File: src/sv/alx_pkg.sv
package alx_pkg;

    localparam int TEXT_MAX_DEF   = 32;
    localparam int MAX_TOKENS_DEF = 255;
    localparam int LEN_CAP        = 63;
    localparam int MAX_RES        = 3;
    localparam int QDEPTH         = 4;
    localparam int QCNT_W         = 3;

    localparam logic [7:0] CH_NUL     = 8'h00;
    localparam logic [7:0] CH_TAB     = 8'h09;
    localparam logic [7:0] CH_LF      = 8'h0A;
    localparam logic [7:0] CH_SPACE   = 8'h20;
    localparam logic [7:0] CH_DQUOTE  = 8'h22;
    localparam logic [7:0] CH_AMP     = 8'h26;
    localparam logic [7:0] CH_QUOTE   = 8'h27;
    localparam logic [7:0] CH_DOT     = 8'h2E;
    localparam logic [7:0] CH_ZERO    = 8'h30;
    localparam logic [7:0] CH_NINE    = 8'h39;
    localparam logic [7:0] CH_COLON   = 8'h3A;
    localparam logic [7:0] CH_SEMI    = 8'h3B;
    localparam logic [7:0] CH_UPPER_A = 8'h41;
    localparam logic [7:0] CH_UPPER_Z = 8'h5A;
    localparam logic [7:0] CH_UNDER   = 8'h5F;
    localparam logic [7:0] CH_LOWER_A = 8'h61;
    localparam logic [7:0] CH_LOWER_Z = 8'h7A;

    typedef enum logic [3:0] {
        M_BETWEEN   = 4'd0,
        M_IDENT     = 4'd1,
        M_NUMBER    = 4'd2,
        M_CHAR_WAIT = 4'd3,
        M_CHAR_SKIP = 4'd4,
        M_STRING    = 4'd5,
        M_COMMENT   = 4'd6,
        M_AMP       = 4'd7
    } lex_mode_t;

    typedef enum logic [1:0] {
        KIND_TEXT  = 2'd0,
        KIND_TOKEN = 2'd1,
        KIND_LINE  = 2'd2
    } kind_t;

    typedef enum logic [2:0] {
        T_NONE   = 3'd0,
        T_TEXT   = 3'd1,
        T_LABEL  = 3'd2,
        T_NUMBER = 3'd3,
        T_STRING = 3'd4
    } tok_type_t;

    typedef struct packed {
        kind_t       kind;
        logic [7:0]  text_char;
        tok_type_t   token_type;
        logic        address_of;
        logic [5:0]  text_length;
        logic [31:0] number_value;
        logic        truncated;
        logic [7:0]  token_count;
        logic        last;
    } result_t;

    typedef struct packed {
        lex_mode_t   mode;
        logic        amp;
        tok_type_t   typ;
        logic [5:0]  len;
        logic [31:0] val;
        logic        trc;
        logic [7:0]  ltk;
    } lex_state_t;

    typedef struct packed {
        result_t [MAX_RES-1:0] res;
        logic [1:0]            n;
    } res_list_t;

    function automatic logic is_letter(logic [7:0] c);
        return (c inside {[CH_UPPER_A:CH_UPPER_Z], [CH_LOWER_A:CH_LOWER_Z], CH_DOT, CH_UNDER});
    endfunction

    function automatic logic is_digit(logic [7:0] c);
        return (c inside {[CH_ZERO:CH_NINE]});
    endfunction

    function automatic logic is_eol(logic [7:0] c);
        return (c == CH_NUL) || (c == CH_LF);
    endfunction

    function automatic res_list_t push_rec(res_list_t l, result_t r);
        res_list_t o;
        o = l;
        if (o.n < 2'(MAX_RES))
        begin
            o.res[o.n] = r;
            o.n        = o.n + 2'd1;
        end
        return o;
    endfunction

    function automatic result_t text_rec(logic [7:0] c);
        result_t r;
        r           = '0;
        r.kind      = KIND_TEXT;
        r.text_char = c;
        return r;
    endfunction

    function automatic result_t token_rec(lex_state_t s);
        result_t r;
        r              = '0;
        r.kind         = KIND_TOKEN;
        r.token_type   = s.typ;
        r.address_of   = s.amp;
        r.text_length  = s.len;
        r.number_value = s.val;
        r.truncated    = s.trc;
        return r;
    endfunction

    function automatic result_t line_rec(lex_state_t s);
        result_t r;
        r             = '0;
        r.kind        = KIND_LINE;
        r.token_count = s.ltk;
        return r;
    endfunction

    function automatic lex_state_t clear_tok(lex_state_t s);
        lex_state_t o;
        o      = s;
        o.mode = M_BETWEEN;
        o.amp  = 1'b0;
        o.typ  = T_NONE;
        o.len  = '0;
        o.val  = '0;
        o.trc  = 1'b0;
        return o;
    endfunction

    function automatic lex_state_t tok_done(lex_state_t s, int max_tokens);
        lex_state_t o;
        o = clear_tok(s);
        if (s.ltk < 8'(max_tokens))
        begin
            o.ltk = s.ltk + 8'd1;
        end
        return o;
    endfunction

    function automatic lex_state_t line_done(lex_state_t s);
        lex_state_t o;
        o     = clear_tok(s);
        o.ltk = '0;
        return o;
    endfunction

endpackage

File: src/sv/alx_core.sv
module alx_core
    import alx_pkg::*;
#(
    parameter int TEXT_MAX   = TEXT_MAX_DEF,
    parameter int MAX_TOKENS = MAX_TOKENS_DEF
)
(
    input  logic       clk,
    input  logic       rst_n,
    input  logic       step,
    input  logic [7:0] char_code,
    output res_list_t  recs
);

    localparam int TextLimit = (TEXT_MAX < LEN_CAP) ? TEXT_MAX : LEN_CAP;

    lex_state_t st_reg;
    lex_state_t st_next;

    always_comb
    begin : step_logic
        lex_state_t s;
        res_list_t  l;
        logic       run_between;
        logic       try_begin;
        logic       do_append;
        logic [7:0] c;

        c           = char_code;
        s           = st_reg;
        l           = '0;
        run_between = 1'b0;
        try_begin   = 1'b0;
        do_append   = 1'b0;

        case (st_reg.mode)
            M_IDENT:
            begin
                if (is_letter(c))
                begin
                    do_append = 1'b1;
                end
                else if (c == CH_COLON)
                begin
                    s.typ = T_LABEL;
                    l     = push_rec(l, token_rec(s));
                    s     = tok_done(s, MAX_TOKENS);
                end
                else
                begin
                    l           = push_rec(l, token_rec(s));
                    s           = tok_done(s, MAX_TOKENS);
                    run_between = 1'b1;
                end
            end
            M_NUMBER:
            begin
                if (is_digit(c))
                begin
                    s.val = {st_reg.val[28:0], 3'b000} + {st_reg.val[30:0], 1'b0}
                          + 32'(c - CH_ZERO);
                end
                else
                begin
                    l           = push_rec(l, token_rec(s));
                    s           = tok_done(s, MAX_TOKENS);
                    run_between = 1'b1;
                end
            end
            M_CHAR_WAIT:
            begin
                if (is_eol(c))
                begin
                    l = push_rec(l, token_rec(s));
                    s = tok_done(s, MAX_TOKENS);
                    l = push_rec(l, line_rec(s));
                    s = line_done(s);
                end
                else
                begin
                    s.val  = 32'(c);
                    s.mode = M_CHAR_SKIP;
                end
            end
            M_CHAR_SKIP:
            begin
                l = push_rec(l, token_rec(s));
                s = tok_done(s, MAX_TOKENS);
                if (is_eol(c))
                begin
                    l = push_rec(l, line_rec(s));
                    s = line_done(s);
                end
            end
            M_STRING:
            begin
                if (is_eol(c))
                begin
                    l = push_rec(l, token_rec(s));
                    s = tok_done(s, MAX_TOKENS);
                    l = push_rec(l, line_rec(s));
                    s = line_done(s);
                end
                else if (c == CH_DQUOTE)
                begin
                    l = push_rec(l, token_rec(s));
                    s = tok_done(s, MAX_TOKENS);
                end
                else
                begin
                    do_append = 1'b1;
                end
            end
            M_COMMENT:
            begin
                if (is_eol(c))
                begin
                    l = push_rec(l, line_rec(s));
                    s = line_done(s);
                end
            end
            M_AMP:
            begin
                s.mode = M_BETWEEN;
                if (is_eol(c) || c == CH_SPACE || c == CH_TAB || c == CH_SEMI || c == CH_AMP)
                begin
                    l           = push_rec(l, token_rec(s));
                    s           = tok_done(s, MAX_TOKENS);
                    run_between = 1'b1;
                end
                else
                begin
                    try_begin = 1'b1;
                end
            end
            default:
            begin
                s.mode      = M_BETWEEN;
                run_between = 1'b1;
            end
        endcase

        if (run_between)
        begin
            if (is_eol(c))
            begin
                l = push_rec(l, line_rec(s));
                s = line_done(s);
            end
            else if (c == CH_SEMI)
            begin
                s.mode = M_COMMENT;
            end
            else if (c == CH_AMP)
            begin
                s.amp  = 1'b1;
                s.mode = M_AMP;
            end
            else if (c != CH_SPACE && c != CH_TAB)
            begin
                try_begin = 1'b1;
            end
        end

        if (try_begin)
        begin
            if (is_letter(c))
            begin
                s.typ     = T_TEXT;
                s.mode    = M_IDENT;
                do_append = 1'b1;
            end
            else if (is_digit(c))
            begin
                s.typ  = T_NUMBER;
                s.val  = 32'(c - CH_ZERO);
                s.mode = M_NUMBER;
            end
            else if (c == CH_QUOTE)
            begin
                s.typ  = T_NUMBER;
                s.mode = M_CHAR_WAIT;
            end
            else if (c == CH_DQUOTE)
            begin
                s.typ  = T_STRING;
                s.mode = M_STRING;
            end
            else
            begin
                l = push_rec(l, token_rec(s));
                s = tok_done(s, MAX_TOKENS);
            end
        end

        if (do_append)
        begin
            if (s.len < 6'(TextLimit))
            begin
                s.len = s.len + 6'd1;
                l     = push_rec(l, text_rec(c));
            end
            else
            begin
                s.trc = 1'b1;
            end
        end

        if (l.n != 2'd0)
        begin
            l.res[l.n - 2'd1].last = 1'b1;
        end

        st_next = s;
        recs    = l;
    end

    always_ff @(posedge clk or negedge rst_n)
    begin
        if (!rst_n)
        begin
            st_reg <= '0;
        end
        else if (step)
        begin
            st_reg <= st_next;
        end
    end

endmodule

File: src/sv/assembler_line_lexer.sv
// Channel  Dir  Handshake              Payload
// char     in   char_valid/char_stall  char_code
// rec      out  rec_valid/rec_stall    kind, text_char, token_type, address_of, text_length,
//                                      number_value, truncated, token_count, last
//
// A character is registered on transfer and lexed from that register into zero to three
// records, which enter a four-entry output queue; records leave one per cycle unless stalled.
// Sustained rate is one character per cycle while each character yields at most one record
// and rec_stall is low; extra records can hold the input until the queue has room.
// The character register stalls while the queue cannot take three more records.
// Reset clears the lexer state and empties the queue; no clearing pass.
// rec_stall holds the queue head; char_stall follows queue room and rec_stall.
module assembler_line_lexer
    import alx_pkg::*;
#(
    parameter int TEXT_MAX   = TEXT_MAX_DEF,
    parameter int MAX_TOKENS = MAX_TOKENS_DEF
)
(
    input  logic        clk,
    input  logic        rst_n,
    input  logic        char_valid,
    output logic        char_stall,
    input  logic [7:0]  char_code,
    output logic        rec_valid,
    input  logic        rec_stall,
    output logic [1:0]  kind,
    output logic [7:0]  text_char,
    output logic [2:0]  token_type,
    output logic        address_of,
    output logic [5:0]  text_length,
    output logic [31:0] number_value,
    output logic        truncated,
    output logic [7:0]  token_count,
    output logic        last
);

    logic              in_valid_reg;
    logic [7:0]        in_char_reg;
    result_t           q_reg [QDEPTH];
    result_t           q_next [QDEPTH];
    logic [QCNT_W-1:0] q_cnt_reg;
    logic [QCNT_W-1:0] q_cnt_next;
    logic [QCNT_W-1:0] base;
    logic              pop;
    logic              room;
    logic              step;
    res_list_t         recs;

    alx_core #(
        .TEXT_MAX   (TEXT_MAX),
        .MAX_TOKENS (MAX_TOKENS)
    ) u_core (
        .clk       (clk),
        .rst_n     (rst_n),
        .step      (step),
        .char_code (in_char_reg),
        .recs      (recs)
    );

    assign rec_valid  = (q_cnt_reg != '0);
    assign pop        = rec_valid && !rec_stall;
    assign base       = q_cnt_reg - QCNT_W'(pop);
    assign room       = (base <= QCNT_W'(QDEPTH - MAX_RES));
    assign step       = in_valid_reg && room;
    assign char_stall = in_valid_reg && !room;

    always_ff @(posedge clk or negedge rst_n)
    begin
        if (!rst_n)
        begin
            in_valid_reg <= 1'b0;
        end
        else if (!char_stall)
        begin
            in_valid_reg <= char_valid;
        end
    end

    always_ff @(posedge clk)
    begin
        if (!char_stall)
        begin
            in_char_reg <= char_code;
        end
    end

    // advance the queue, then append this step's records behind the survivors
    always_comb
    begin : queue_logic
        logic [QCNT_W-1:0] off;

        off = '0;
        for (int i = 0; i < QDEPTH; i++)
        begin
            q_next[i] = q_reg[i];
        end
        for (int i = 0; i < QDEPTH - 1; i++)
        begin
            if (pop)
            begin
                q_next[i] = q_reg[i + 1];
            end
        end
        for (int i = 0; i < QDEPTH; i++)
        begin
            off = QCNT_W'(i) - base;
            if (step && QCNT_W'(i) >= base && off < QCNT_W'(recs.n))
            begin
                q_next[i] = recs.res[off[1:0]];
            end
        end
        q_cnt_next = base + (step ? QCNT_W'(recs.n) : '0);
    end

    always_ff @(posedge clk or negedge rst_n)
    begin
        if (!rst_n)
        begin
            q_cnt_reg <= '0;
        end
        else
        begin
            q_cnt_reg <= q_cnt_next;
        end
    end

    always_ff @(posedge clk)
    begin
        q_reg <= q_next;
    end

    assign kind         = q_reg[0].kind;
    assign text_char    = q_reg[0].text_char;
    assign token_type   = q_reg[0].token_type;
    assign address_of   = q_reg[0].address_of;
    assign text_length  = q_reg[0].text_length;
    assign number_value = q_reg[0].number_value;
    assign truncated    = q_reg[0].truncated;
    assign token_count  = q_reg[0].token_count;
    assign last         = q_reg[0].last;

    a_q_bound: assert property (@(posedge clk) disable iff (!rst_n)
        q_cnt_reg <= QCNT_W'(QDEPTH))
        else $error("output queue count beyond depth");

    a_no_overflow: assert property (@(posedge clk) disable iff (!rst_n)
        step |-> ((4'(base) + 4'(recs.n)) <= 4'(QDEPTH)))
        else $error("lexer step would overflow the output queue");

    a_line_last: assert property (@(posedge clk) disable iff (!rst_n)
        (rec_valid && kind == KIND_LINE) |-> last)
        else $error("line record not marked last");

    a_stall_only_full: assert property (@(posedge clk) disable iff (!rst_n)
        char_stall |-> (in_valid_reg && q_cnt_reg != '0))
        else $error("input stalled with an empty output queue");

endmodule
File: config.mk
export PLATFORM = sky130hd
export DESIGN_NAME = assembler_line_lexer
export DESIGN_NICKNAME = d
export VERILOG_FILES = /design/src/sv/alx_pkg.sv /design/src/sv/alx_core.sv /design/src/sv/assembler_line_lexer.sv
export SDC_FILE = /design/constraint.sdc
export NUM_CORES = 1
export LEC_CHECK = 0
export BUFFER_PORTS_ARGS = -buffer_cell sky130_fd_sc_hd__buf_2
export CAP_MARGIN = 20
export CORE_UTILIZATION = 25
export CTS_BUF_LIST = sky130_fd_sc_hd__clkbuf_4
export CTS_CLUSTER_DIAMETER = 100
export DETAILED_ROUTE_END_ITERATION = 10
export HOLD_SLACK_MARGIN = 0.02
export PLACE_DENSITY = 0.39
export SYNTH_ARGS = -nofsm -noshare
export SYNTH_HDL_FRONTEND = slang
export SYNTH_SLANG_ARGS = --single-unit
export TNS_END_PERCENT = 10
File: constraint.sdc
create_clock -name clk -period 11.36 [get_ports clk]
set_clock_uncertainty 0.15 [all_clocks]
set_input_delay 1.136 -clock clk [delete_from_list [all_inputs] [get_ports clk]]
set_output_delay 1.136 -clock clk [all_outputs]
set_load 0.02 [all_outputs]
==> impl_metrics.tcl <==
set metrics [dict create \
    outcome "finished, final reports clean" \
    core_area_mm2 0.0719 \
    tns_ps 0 \
    met3_usage_pct 3.09 \
    drtIter0Drc 702 \
    crit_slowest_cell "a41oi_2" \
    synth.cell_area_mm2 0.0182 \
    path_class "reg -> reg" \
    clk_path_buf_depth 3 \
    crit_top_cell "buf_4" \
    startpoint_type "flop" \
    report.final.setup_viol 0 \
    synthCells 1827 \
    grt_max_degree 90 \
    multiInputGateArea_mm2 0.00798 \
    die_h_um 272 \
    regArea_mm2 0.00916 \
    grt_use_met1_pct 19.4 \
    worst_slack_ps 5160 \
    final_cells 2866 \
    cp_slowest_stage_delay_ps 650 \
    worstPathArrival_ps 6490 \
    r2r_slack_ps 5160 \
    period_share_pct 54.6 \
    h-tree-depth 3 \
    finalNetCount 1933 \
    synth_edf_count 256 \
    drive_gt1_share_pct 14.5 \
    clock-sinks 315 \
    gp_congestion 0.854 \
    dp_hpwl_um 36800 \
    cts_resized 0 \
    area_growth_pct 10.9 \
    post_cts_buffers 0 \
    maxSlewHeadroom_pct 26.3 \
    ys_seq_area_share_pct 50.3 \
    crit_buf_inv 2 \
    synth_ff_type "edfxtp_1" \
    portBuffers 75 \
    die_w_um 272 \
    drt_drc_violations_left 0 \
    final-hold-violation-count 0 \
    layout_commonest_cell "nand2_1" \
    reg2reg_depth 13 \
    final_cell_mix "327 x nand2_1, 256 x edfxtp_1, 139 x clkbuf_4" \
    root_buffer "clkbuf_4" \
    utilization_pct 28.1 \
    grt_pass1_wl_um 84500 \
    fin_crit_ps 6200 \
    fmax_mhz 161 \
    cts_tree "done" \
    end_kind "flop" \
    cp_cell_sequence "ha_1 -> o211ai_1 -> nand3_1 -> nor3_2 -> buf_4 -> or4_1 -> or2_0 -> a41oi_2 -> xnor3_1 -> or2_1 -> a21o_4 -> nand2_2 -> buf_4" \
    yosysWarnings 0 \
    first_pass_iters 5 \
    cp_data_required_time_ps 11650 \
    gr-usage-met2_pct 24.0 \
    finalMaxSlewViolations 0 \
    post_drt_wl_per_cell_um 19.0 \
    syn_area_per_cell_um2 9.98 \
    postRouteAntennaNets 0 \
    cts_buffers 91 \
    min_delay_path_depth 1 \
    drt-total-wl_um 54600 \
    ios 76 \
    ys_ff_latch 315 \
    largest_reg_flops 186 \
    synth.distinct_cells 85 \
    fillers 7692 \
    hold_buffers 0 \
    max_cap_violations 0 \
    via_per_inst 4.76 \
    min_path_type "in -> reg" \
    synth_fp_nets 1922 \
    pre_cts_ws_ps 5030 \
    gr-total-overflow 0 \
    path_delay_family "simple AND/OR/NAND/NOR gates" \
    grt_pass1_vias 13900 \
    start_util_pct 25.4 \
    grtUsageTotal_pct 14.9 \
    worst_slew_pin_slew_ps 1110 \
    antenna_found_initial 2 \
    clk_latency_ps 850 \
    synthArstFlopShare_pct 18.7 \
    crit_cells 13 \
    clkTransAtPathRegs_ps 50 \
    busiest_layer "met2" \
    rsz0062_at_grt "false" \
    place_inst 2694 \
    rows 98 \
    vias 13600 \
    dieArea_mm2 0.0740 \
    cp_max_fo 39 \
]
==> layer usage <==
| metal | wire length [um] | vias to the layer above |
|---|---|---|
| li1 | - | 6662 |
| met1 | 25400 | 6622 |
| met2 | 25200 | 261 |
| met3 | 2440 | 84 |
| met4 | 1520 | 0 |
| met5 | 0 | - |
==> area by class of cell <==
class / instances / share of cell area [%]
multi-input cells: 1294 / 39.4
inverters: 40 / 0.743
clock buffers: 139 / 5.16
flip-flops and latches: 315 / 45.3
repair buffers: 96 / 2.74
diodes: 3 / 0.0371
well taps: 950 / 5.88
clock inverters: 29 / 0.681
==> cells in the mapped netlist, drive strengths merged, types with 13 or more instances <==
master    n  share of area [%]
nand2   331                6.8
edfxtp  256                 42
o21ai   139                3.8
nor2    127                2.6
clkbuf   90                1.9
buf      88                3.7
a21oi    87                2.4
ha       76                5.2
o31ai    61                2.5
dfrtp    59                8.1
nand3    51                1.4
inv      40               0.82
a21o     36                1.5
and2     34                1.2
nor3     34               0.96
xnor2    33                1.6
xor2     32                1.5
a22oi    29                1.2
a22o     28                1.3
and3     14               0.48
nand2b   13               0.49
==> final timing paths <==
kind | startpoint | end
min in group asynchronous | rst_n | u_core.st_reg[45]
max reg2reg | in_char_reg[5] | number_value[16]
min reg2reg | u_core.st_reg[47] | u_core.st_reg[47]
max in group asynchronous | rst_n | u_core.st_reg[20]
min | char_code[2] | in_char_reg[2]
max | in_char_reg[5] | number_value[16]
==> per-stage QoR <==
stage | hold WS (ps) | instance area, um^2
floorplan | 316 | 18200
global placement | 337 | 19000
finish | 341 | 20200
detailed placement | 340 | 19000
CTS | 236 | 20200
global route | 289 | 20200
==> logic make-up (layout without fill, tap and decap cells) <==
group,Yosys count,count (layout),synth area share (%)
compound gates,479,479,17.6
xor+xnor,66,66,3.25
fa+ha+maj,83,83,5.98
buf+inv,218,304,6.35
flops,315,315,50.3
mux,6,6,0.329
other cells,0,3,0
simple gates,660,660,16.3
Power is left out: the tool's default activity adds up to more than one toggle a clock period on the data nets, which glitch-free logic cannot reach.
